`src/hw/rtl/ccut_pkg.sv`:
```
`timescale 1ns / 1ps
package ccut_pkg;
	localparam int MAX_DIM_DEF     = 8;
	localparam int MAX_SAMPLES_DEF = 65536;

	localparam int A_W     = 16;
	localparam int CFG_W   = 4;
	localparam int CNT_W   = 17;
	localparam int SA_W    = 32;
	localparam int PROD_W  = 2 * A_W;
	localparam int SP_W    = 48;
	localparam int HALF_W  = SP_W / 2;
	localparam int NUM_W   = 68;
	localparam int DEN_W   = 34;
	localparam int DCNT_W  = $clog2(NUM_W);
	localparam int COV_W   = 34;
	localparam int OIDX_W  = 3;

	localparam logic [CFG_W-1:0] ACTIVE_DIM_RST = CFG_W'(8);

	typedef enum logic [3:0] {
		ST_IDLE,
		ST_MAC_RD,
		ST_MAC_WR,
		ST_END,
		ST_EDEN,
		ST_E_RD,
		ST_E_MUL,
		ST_E_ADD,
		ST_E_SUB,
		ST_E_ABS,
		ST_E_DIV,
		ST_E_OUT,
		ST_CLEAR
	} state_t;

	typedef struct packed {
		logic accept;
		logic cfg_wr;
		logic mac_rd;
		logic mac_wr;
		logic end_elem;
		logic emit_init;
		logic e_rd;
		logic e_mul;
		logic e_add;
		logic e_sub;
		logic e_abs;
		logic div_step;
		logic out_load;
		logic clear;
	} cmd_t;

	typedef struct packed {
		logic acc;
		logic mac_last;
		logic elem_last;
		logic fin;
		logic div_done;
		logic out_free;
		logic ent_last;
	} sts_t;
endpackage

```
`src/hw/rtl/ccut_ctrl.sv`:
```
`timescale 1ns / 1ps
module ccut_ctrl (
	input  logic            clk,
	input  logic            arst_n,
	input  logic            in_valid,
	input  logic            cfg_valid,
	output logic            in_stall,
	output logic            cfg_ready,
	input  ccut_pkg::sts_t  sts,
	output ccut_pkg::cmd_t  cmd
);
	import ccut_pkg::*;

	state_t state_q, state_d;

	always_ff @(posedge clk or negedge arst_n) begin
		if (!arst_n) begin
			state_q <= ST_IDLE;
		end else begin
			state_q <= state_d;
		end
	end

	always_comb begin
		state_d   = state_q;
		cmd       = '0;
		cfg_ready = 1'b0;
		in_stall  = 1'b1;
		case (state_q)
			ST_IDLE: begin
				cfg_ready = 1'b1;
				in_stall  = cfg_valid;
				if (cfg_valid) begin
					cmd.cfg_wr = 1'b1;
				end else if (in_valid) begin
					cmd.accept = 1'b1;
					state_d    = sts.acc ? ST_MAC_RD : ST_END;
				end
			end
			ST_MAC_RD: begin
				cmd.mac_rd = 1'b1;
				state_d    = ST_MAC_WR;
			end
			ST_MAC_WR: begin
				cmd.mac_wr = 1'b1;
				state_d    = sts.mac_last ? ST_END : ST_MAC_RD;
			end
			ST_END: begin
				cmd.end_elem = 1'b1;
				state_d      = (sts.elem_last && sts.fin) ? ST_EDEN : ST_IDLE;
			end
			ST_EDEN: begin
				cmd.emit_init = 1'b1;
				state_d       = ST_E_RD;
			end
			ST_E_RD: begin
				cmd.e_rd = 1'b1;
				state_d  = ST_E_MUL;
			end
			ST_E_MUL: begin
				cmd.e_mul = 1'b1;
				state_d   = ST_E_ADD;
			end
			ST_E_ADD: begin
				cmd.e_add = 1'b1;
				state_d   = ST_E_SUB;
			end
			ST_E_SUB: begin
				cmd.e_sub = 1'b1;
				state_d   = ST_E_ABS;
			end
			ST_E_ABS: begin
				cmd.e_abs = 1'b1;
				state_d   = ST_E_DIV;
			end
			ST_E_DIV: begin
				cmd.div_step = 1'b1;
				if (sts.div_done) state_d = ST_E_OUT;
			end
			ST_E_OUT: begin
				if (sts.out_free) begin
					cmd.out_load = 1'b1;
					state_d      = sts.ent_last ? ST_CLEAR : ST_E_RD;
				end
			end
			ST_CLEAR: begin
				cmd.clear = 1'b1;
				state_d   = ST_IDLE;
			end
			default: begin
				state_d = ST_IDLE;
			end
		endcase
	end
endmodule

```
`config.mk`:
```
export PLATFORM = sky130hd
export DESIGN_NAME = ccut_ctrl
export DESIGN_NICKNAME = d
export VERILOG_FILES = /design/src/hw/rtl/ccut_pkg.sv /design/src/hw/rtl/ccut_ctrl.sv
export SDC_FILE = /design/constraint.sdc
export NUM_CORES = 1
export LEC_CHECK = 0
export BUFFER_PORTS_ARGS = -buffer_cell sky130_fd_sc_hd__buf_2
export CAP_MARGIN = 20
export CORE_AREA = 2 2 39 41
export DETAILED_ROUTE_END_ITERATION = 8
export DIE_AREA = 0 0 41 43
export PLACE_DENSITY_LB_ADDON = 0.1
export SLEW_MARGIN = 15
export SYNTH_ARGS = -nofsm -noshare
export SYNTH_HDL_FRONTEND = slang
export SYNTH_SLANG_ARGS = --single-unit
```
`constraint.sdc`:
```
create_clock -name clk -period 1.28 [get_ports clk]
set_input_delay 0.256 -clock clk [delete_from_list [all_inputs] [get_ports clk]]
set_output_delay 0.256 -clock clk [all_outputs]
set_load 0.03 [all_outputs]
```
### After elaboration in Yosys (flattened, before gate mapping)

Index checks and enable logic that the tools add are counted.

| word-level totals | value |
|---|---|
| logic and storage cells | 48 |
| flip-flop bits (word level) | 4 |

| cells by class | value |
|---|---|
| muxes and demuxes | 28 |
| reductions and logical operators | 3 |
| equal/unequal tests | 16 |

Operators with widths:

| operator | count |
|---|---|
| $pmux 4 s12 | 1 |
| $eq 4x4->1 const B | 5 |
| $mux 4 | 5 |
| $mux 1 | 18 |
| $eq 4x3->1 const B | 4 |
| $eq 4x2->1 const B | 2 |
| $ne 2x2->1 const B | 4 |
| $mux 2 | 3 |
| $eq 4x1->1 const B | 1 |
| $logic_not 4->1 | 1 |
| $reduce_and 4->1 | 1 |
| $mux 3 | 1 |
| $logic_and 1x1->1 | 1 |

### Logic depth before layout (Yosys ltp)

Gate-level depths: netlist (run 1).

| depth | value |
|---|---|
| depth after elaboration | 4 |
| gate-level depth with buffers | 4 |
| depth with buffers taken out | 3 |

### Least setup slack after synthesis (run 1)

Ideal clock, no wire load.

| timing | value |
|---|---|
| path type | register -> output |
| start point | register state_q[2] |
| end point | output cmd[13] in the netlist's numbering |
| buffers on the path | 1 |
| setup slack | -0.678 ns |
| data arrival time | 1.702 ns |
| stages on the path, launching flop included | 4 |
| cells stage by stage | dfrtp_1 buf_6 or2_4 nor4_1 |

RTL lines:

| what | RTL line | RTL |
|---|---|---|
| start: declaration | ccut_ctrl.sv:14 | `state_t state_q, state_d;` |
| start signal: assignment | ccut_ctrl.sv:20 | `state_q <= state_d;` |
| end: declaration | ccut_ctrl.sv:10 | `output ccut_pkg::cmd_t cmd` |

==> results of run 1 <==
through the flow:
step | util | worst slack (ps) | power, mW | TNS [ps]
after floorplan | - | -276 | 1.42 | -1520
after global placement | 0.553 | -143 | 1.83 | -1390
after detailed placement | 0.553 | -141 | 1.85 | -1520
after CTS | 0.662 | -354 | 2.26 | -4100
after global routing | 0.733 | -426 | 2.65 | -5460
final | 0.733 | -356 | 2.49 | -4390
routing by layer:
| metal | up-vias | wire (um) | GRT usage |
|---|---|---|---|
| li1 | 271 | - | - |
| met1 | 253 | 505 | 0.220 |
| met2 | 21 | 797 | 0.328 |
| met3 | 2 | 76 | 0.0314 |
| met4 | 0 | 8 | 0.0800 |
| met5 | - | 0 | 0 |
cell usage after synthesis:
cell type	count	share of area
o21a_1	1	0.019
o2bb2ai_1	1	0.022
nor2_1	8	0.075
and2_1	1	0.016
or2b_1	1	0.019
o21ai_1	1	0.013
inv_1	1	0.0094
nand3b_1	1	0.019
or2_4	1	0.022
nand3_1	1	0.013
dfrtp_1	4	0.25
nand2b_1	5	0.079
buf_2	2	0.025
buf_6	2	0.057
a41o_1	1	0.025
o211a_1	1	0.025
mux2i_1	1	0.025
a21oi_1	2	0.025
o31a_1	1	0.022
and2b_1	1	0.019
nand2_1	4	0.038
nor4_1	1	0.016
nor3_1	7	0.088
nor4_4	1	0.053
o21ai_0	2	0.025
kinds of logic after synthesis:
kind of cell,synth area share
simple gates,0.456
compound gates,0.176
buf+inv,0.0912
flops,0.252
mux,0.0252
path summary, 6_finish.rpt:
kind	slack, ps	startpoint	cells past startpoint	endpoint
min in group asynchronous	350	arst_n	2	state_q[0]
setup reg to reg	-80	state_q[0]	4	state_q[0]
setup / recovery	-360	state_q[0]	3	cmd[12]
hold / removal	310	sts[0]	3	state_q[3]
max in group asynchronous	800	arst_n	2	state_q[1]
hold reg to reg	820	state_q[1]	3	state_q[1]
final cells by class:
class | count | area (um2) | area share
Multi-Input combinational cell | 43 | 443 | 0.436
Timing Repair Buffer | 45 | 422 | 0.416
Sequential cell | 4 | 104 | 0.102
Clock buffer | 3 | 22.5 | 0.0222
Tap cell | 16 | 20.0 | 0.0197
Inverter | 1 | 3.75 | 0.00370
worst max-delay path: cells and delay by family (launching register included):
family        cells  cell delay, ps
flops             1             450
buf+inv           1             120
simple gates      2             580
power by group:
group          internal, mW  switching (mW)  leakage, nW
Clock                 0.105          0.0488       0.0138
Sequential            0.193           0.103       0.0463
Combinational          1.00            1.03        0.402
timing repair:
action | 4_1_cts | 5_1_grt
gates resized for setup | 39 | 16
hold buffers | 1 | 0
buffers inserted | 0 | 6
pin swaps | 5 | 7
endpoints found under the setup margin | 19 | 19
endpoints found under the hold margin | 4 | 0
==> results_dict.tcl, run 1 <==
set metrics [dict create \
    ys_types 25 \
    crit_arrival_ps 1380 \
    path_cells "nor4_4, and2_4, buf_6" \
    avgSynthCellArea_um2 7.65 \
    crit_slowest_cell "dfrtp_2" \
    routed_wl_um 1390 \
    finalHoldViolations 0 \
    core-area_um2 1380 \
    regMostFlops "state_q" \
    final_common_cell "buf_6" \
    grt_pass1_vias 546 \
    hold_path_class "primary input to register" \
    critPathMaxStageDelay_ps 450 \
    violations "setup timing" \
    seq_area_frac_synth 0.252 \
    grt_pass1_wl_um 2300 \
    largest_reg_flops 4 \
    fin_nets 109 \
    cp_data_required_time_ps 1020 \
    synthesis.area_um2 398 \
    stdcell_area_um2 1010 \
    cp-end-kind "primary output" \
    routedWlPerCell_um 12.4 \
    critPathLaunchType "register" \
    dieArea_um2 1760 \
    die_h_um 43 \
    ir_drop_uv 1380 \
    drive_gt1_frac 0.802 \
    worstMarginPinSlew_ps 334 \
    maxCapViolCount 0 \
    maxSlewHeadroom 0.776 \
    setup_viol 20 \
    clock_path_buffers 2 \
    clk_latency_ps 230 \
    cts_tree "done" \
    critPathMaxFanout 4 \
    fmax_mhz 611 \
    num-fill-cells 109 \
    dp_hpwl_um 1050 \
    crit_type "register to primary output" \
    period_needed_ps 1640 \
    dpl_cell_area_um2 766 \
    firstDrtPassIters 1 \
    clock_sinks 4 \
    die_w_um 41 \
    final_cell_mix "buf_6, buf_2, buf_4" \
    rows 14 \
    numCtsBuffers 3 \
    place_inst 103 \
    synthCells 52 \
    htree_levels 1 \
    portBuffers 26 \
    drt_iter0_drc 0 \
    power_density_nw_per_um2 2450 \
    timing.final.crit_share 1.28 \
    gp_congestion 0.748 \
    antenna_found_initial 0 \
    clock_skew_ps 5.55 \
    whs_ps 311 \
    power_leakage_nw 0.462 \
    ant_nets 0 \
    yosys_warnings 0 \
    num_io_pins 27 \
    status "finished, violations left" \
    n_antenna_cell 0 \
    reg_top3 "state_q: 4 flops" \
    worst_slack_ps -356 \
    report.final.slew_viol_count 0 \
    rsz0062_at_grt "yes" \
    grt-ovfl-total 0 \
    vias_per_cell 4.88 \
    final-instance-count-excl-fill 112 \
    drc 0 \
    synthesis.nets 63 \
    clkTransAtPathRegs_ps 40 \
    synth_seq_cells 4 \
    grt_max_degree 8 \
    track_usage 0.192 \
    root_buffer "clkbuf_4" \
    initial_utilization 0.288 \
    syn2layout_area_growth_pct 155 \
    vias 547 \
]
No activity file was read; power rests on OpenSTA's default activity.
==> run 2: changes to the inputs <==
ABC_AREA = 1   (was default)
CORE_AREA = default   (was 2 2 39 41)
CORE_UTILIZATION = 23   (was default)
DIE_AREA = default   (was 0 0 41 43)
SLEW_MARGIN = 25   (was 15)
==> results_dict.tcl, run 2 <==
set metrics [dict create \
    status "finished, violations left" \
    violations "DRC, setup timing" \
    synthesis.area_um2 394 \
    yosysMostFrequentCell "nor2_1" \
    clock_sinks 4 \
    grt-ovfl-total 0 \
    ys_types 16 \
    num_io_pins 27 \
    yosysTopAreaCellShare 0.254 \
    largest_reg_flops 4 \
    avgSynthCellArea_um2 5.63 \
    synthTopCellsByCount "nor2_1, inv_1, nand2_1, nand3_1" \
    ant_nets 0 \
    clock_path_buffers 2 \
    worst_slack_ps -238 \
    yosys_warnings 0 \
    dieArea_um2 1880 \
    worstMarginPinSlew_ps 228 \
    routedWlPerCell_um 11.6 \
    synthCells 70 \
    seq_area_frac_synth 0.254 \
    track_usage 0.182 \
    regMostFlops "state_q" \
    ir_drop_uv 1300 \
    initial_utilization 0.253 \
    cp_data_required_time_ps 1020 \
    synth_async_sr_flop_share 1.00 \
    ff2ff_path_depth 9 \
    power_density_nw_per_um2 2780 \
    regToRegEndpoint "state_q[3]" \
    ys_top_cells_by_area "dfrtp_1, nor2_1, inv_1" \
    hold_path_class "primary input to async pin" \
    power_leakage_nw 0.478 \
    cts_tree "done" \
    r2r_start "state_q[0]" \
    numCtsBuffers 3 \
    maxCapViolCount 0 \
    cp-end-kind "primary output" \
    core-area_um2 1560 \
    rsz0062_at_grt "yes" \
    critPathMaxFanout 5 \
    root_buffer "clkbuf_4" \
    setup_viol 18 \
    n_antenna_cell 0 \
    synth_edf_count 0 \
    firstDrtPassIters 5 \
    grt_pass1_wl_um 2500 \
    timing.final.crit_share 1.19 \
    power_mw 2.76 \
    clkTransAtPathRegs_ps 40 \
    maxSlewHeadroom 0.846 \
    period_needed_ps 1520 \
    antenna_found_initial 0 \
    rows 14 \
    finalHoldViolations 0 \
    portBuffers 26 \
    grt_max_degree 7 \
    synthesis.nets 81 \
    gp_congestion 0.882 \
    grt_pass1_vias 560 \
    clock_skew_ps 5.06 \
    syn2layout_area_growth_pct 152 \
    fmax_mhz 659 \
    synth_seq_cells 4 \
    drive_gt1_frac 0.741 \
    report.final.slew_viol_count 0 \
    crit_type "register to primary output" \
    drt_iter0_drc 10 \
    critPathLaunchType "register" \
    die_h_um 43.4 \
    pre_cts_slack_ps -55.7 \
    vias_per_cell 4.36 \
    fin_nets 128 \
    die_w_um 43.4 \
    clk_latency_ps 250 \
    num-fill-cells 156 \
    yosys.area.top_type "dfrtp_1" \
    r2r_setup_slack_ps -10 \
    htree_levels 1 \
    dp_hpwl_um 1030 \
    routed_wl_um 1530 \
    final_common_cell "buf_6" \
    drc 7 \
    crit_arrival_ps 1260 \
    reg_top3 "state_q: 4 flops" \
    ys.flop_type "dfrtp_1" \
    vias 575 \
    final_cell_mix "buf_6, nor2_4, buf_2" \
]
-- run 2: how the worst max path moves through the flow --
stage,from,cells past startpoint,slack (ps),end
3_3_place_gp,state_q[0],5,-60,cmd[8]
6_report,state_q[2],5,-240,cmd[10]
3_5_place_dp,state_q[0],6,-60,cmd[13]
4_1_cts,state_q[0],6,-260,cmd[13]
5_1_grt,state_q[2],6,-310,cmd[13]
2_1_floorplan,state_q[3],5,-240,cmd[13]
-- run 2: repair_timing --
item / 4_1_cts / 5_1_grt
resized for setup: 60 / 15
cloned: 0 / 0
endpoints found under the hold margin: 4 / 0
setup endpoints to repair: 20 / 20
pin swaps: 12 / 12
hold buffers: 1 / 0
setup buffers: 4 / 2
-- run 2: per-layer routing --
layer | vias to the layer above | part of all wire | wire length (um) | global-route usage
met5 | - | 0 | 0 | 0
met4 | 0 | 0.0092 | 14 | 0.0750
met3 | 2 | 0.045 | 69 | 0.0500
met2 | 21 | 0.54 | 827 | 0.300
met1 | 249 | 0.40 | 618 | 0.224
li1 | 303 | - | - | -
-- run 2: cell families (layout without fill, tap and decap cells) --
family	count (synthesis)	after routing	synth area share
DFF	4	4	0.254
and+or+nand+nor	44	44	0.505
AOI/OAI and AO/OA	6	6	0.0889
buffers and inverters	16	62	0.152
-- run 2: worst max-delay path, stage by stage (launching register included) --
cell and delay, ps:
dfrtp_2 460, nor2_4 120, inv_2 60, buf_6 130
nor2_4 100, buf_6 140
-- run 2: cell type report --
type	instances	area [um2]	area share
inverters	16	62.6	0.0630
clock buffers	4	26.3	0.0264
repair buffers	42	363	0.365
well taps	16	20.0	0.0202
multi-input cells	50	417	0.419
flip-flops and latches	4	105	0.106
-- run 2: per-stage QoR --
step | instances | area (um2) | util | hold slack [ps] | setup TNS, ps
after CTS | 132 | 941 | 0.604 | 342 | -3510
final | 132 | 993 | 0.637 | 345 | -3100
after global placement | 123 | 671 | 0.430 | 62.7 | -414
after global routing | 132 | 993 | 0.637 | 347 | -4380
after floorplan | 70 | 438 | - | -39.6 | -516
after detailed placement | 123 | 671 | 0.430 | 66.9 | -240
-- run 2: where the power goes --
group / switching [mW] / internal, mW / leakage [nW]
Sequential: 0.116 / 0.200 / 0.0466
Combinational: 1.28 / 0.978 / 0.416
Clock: 0.0621 / 0.118 / 0.0150
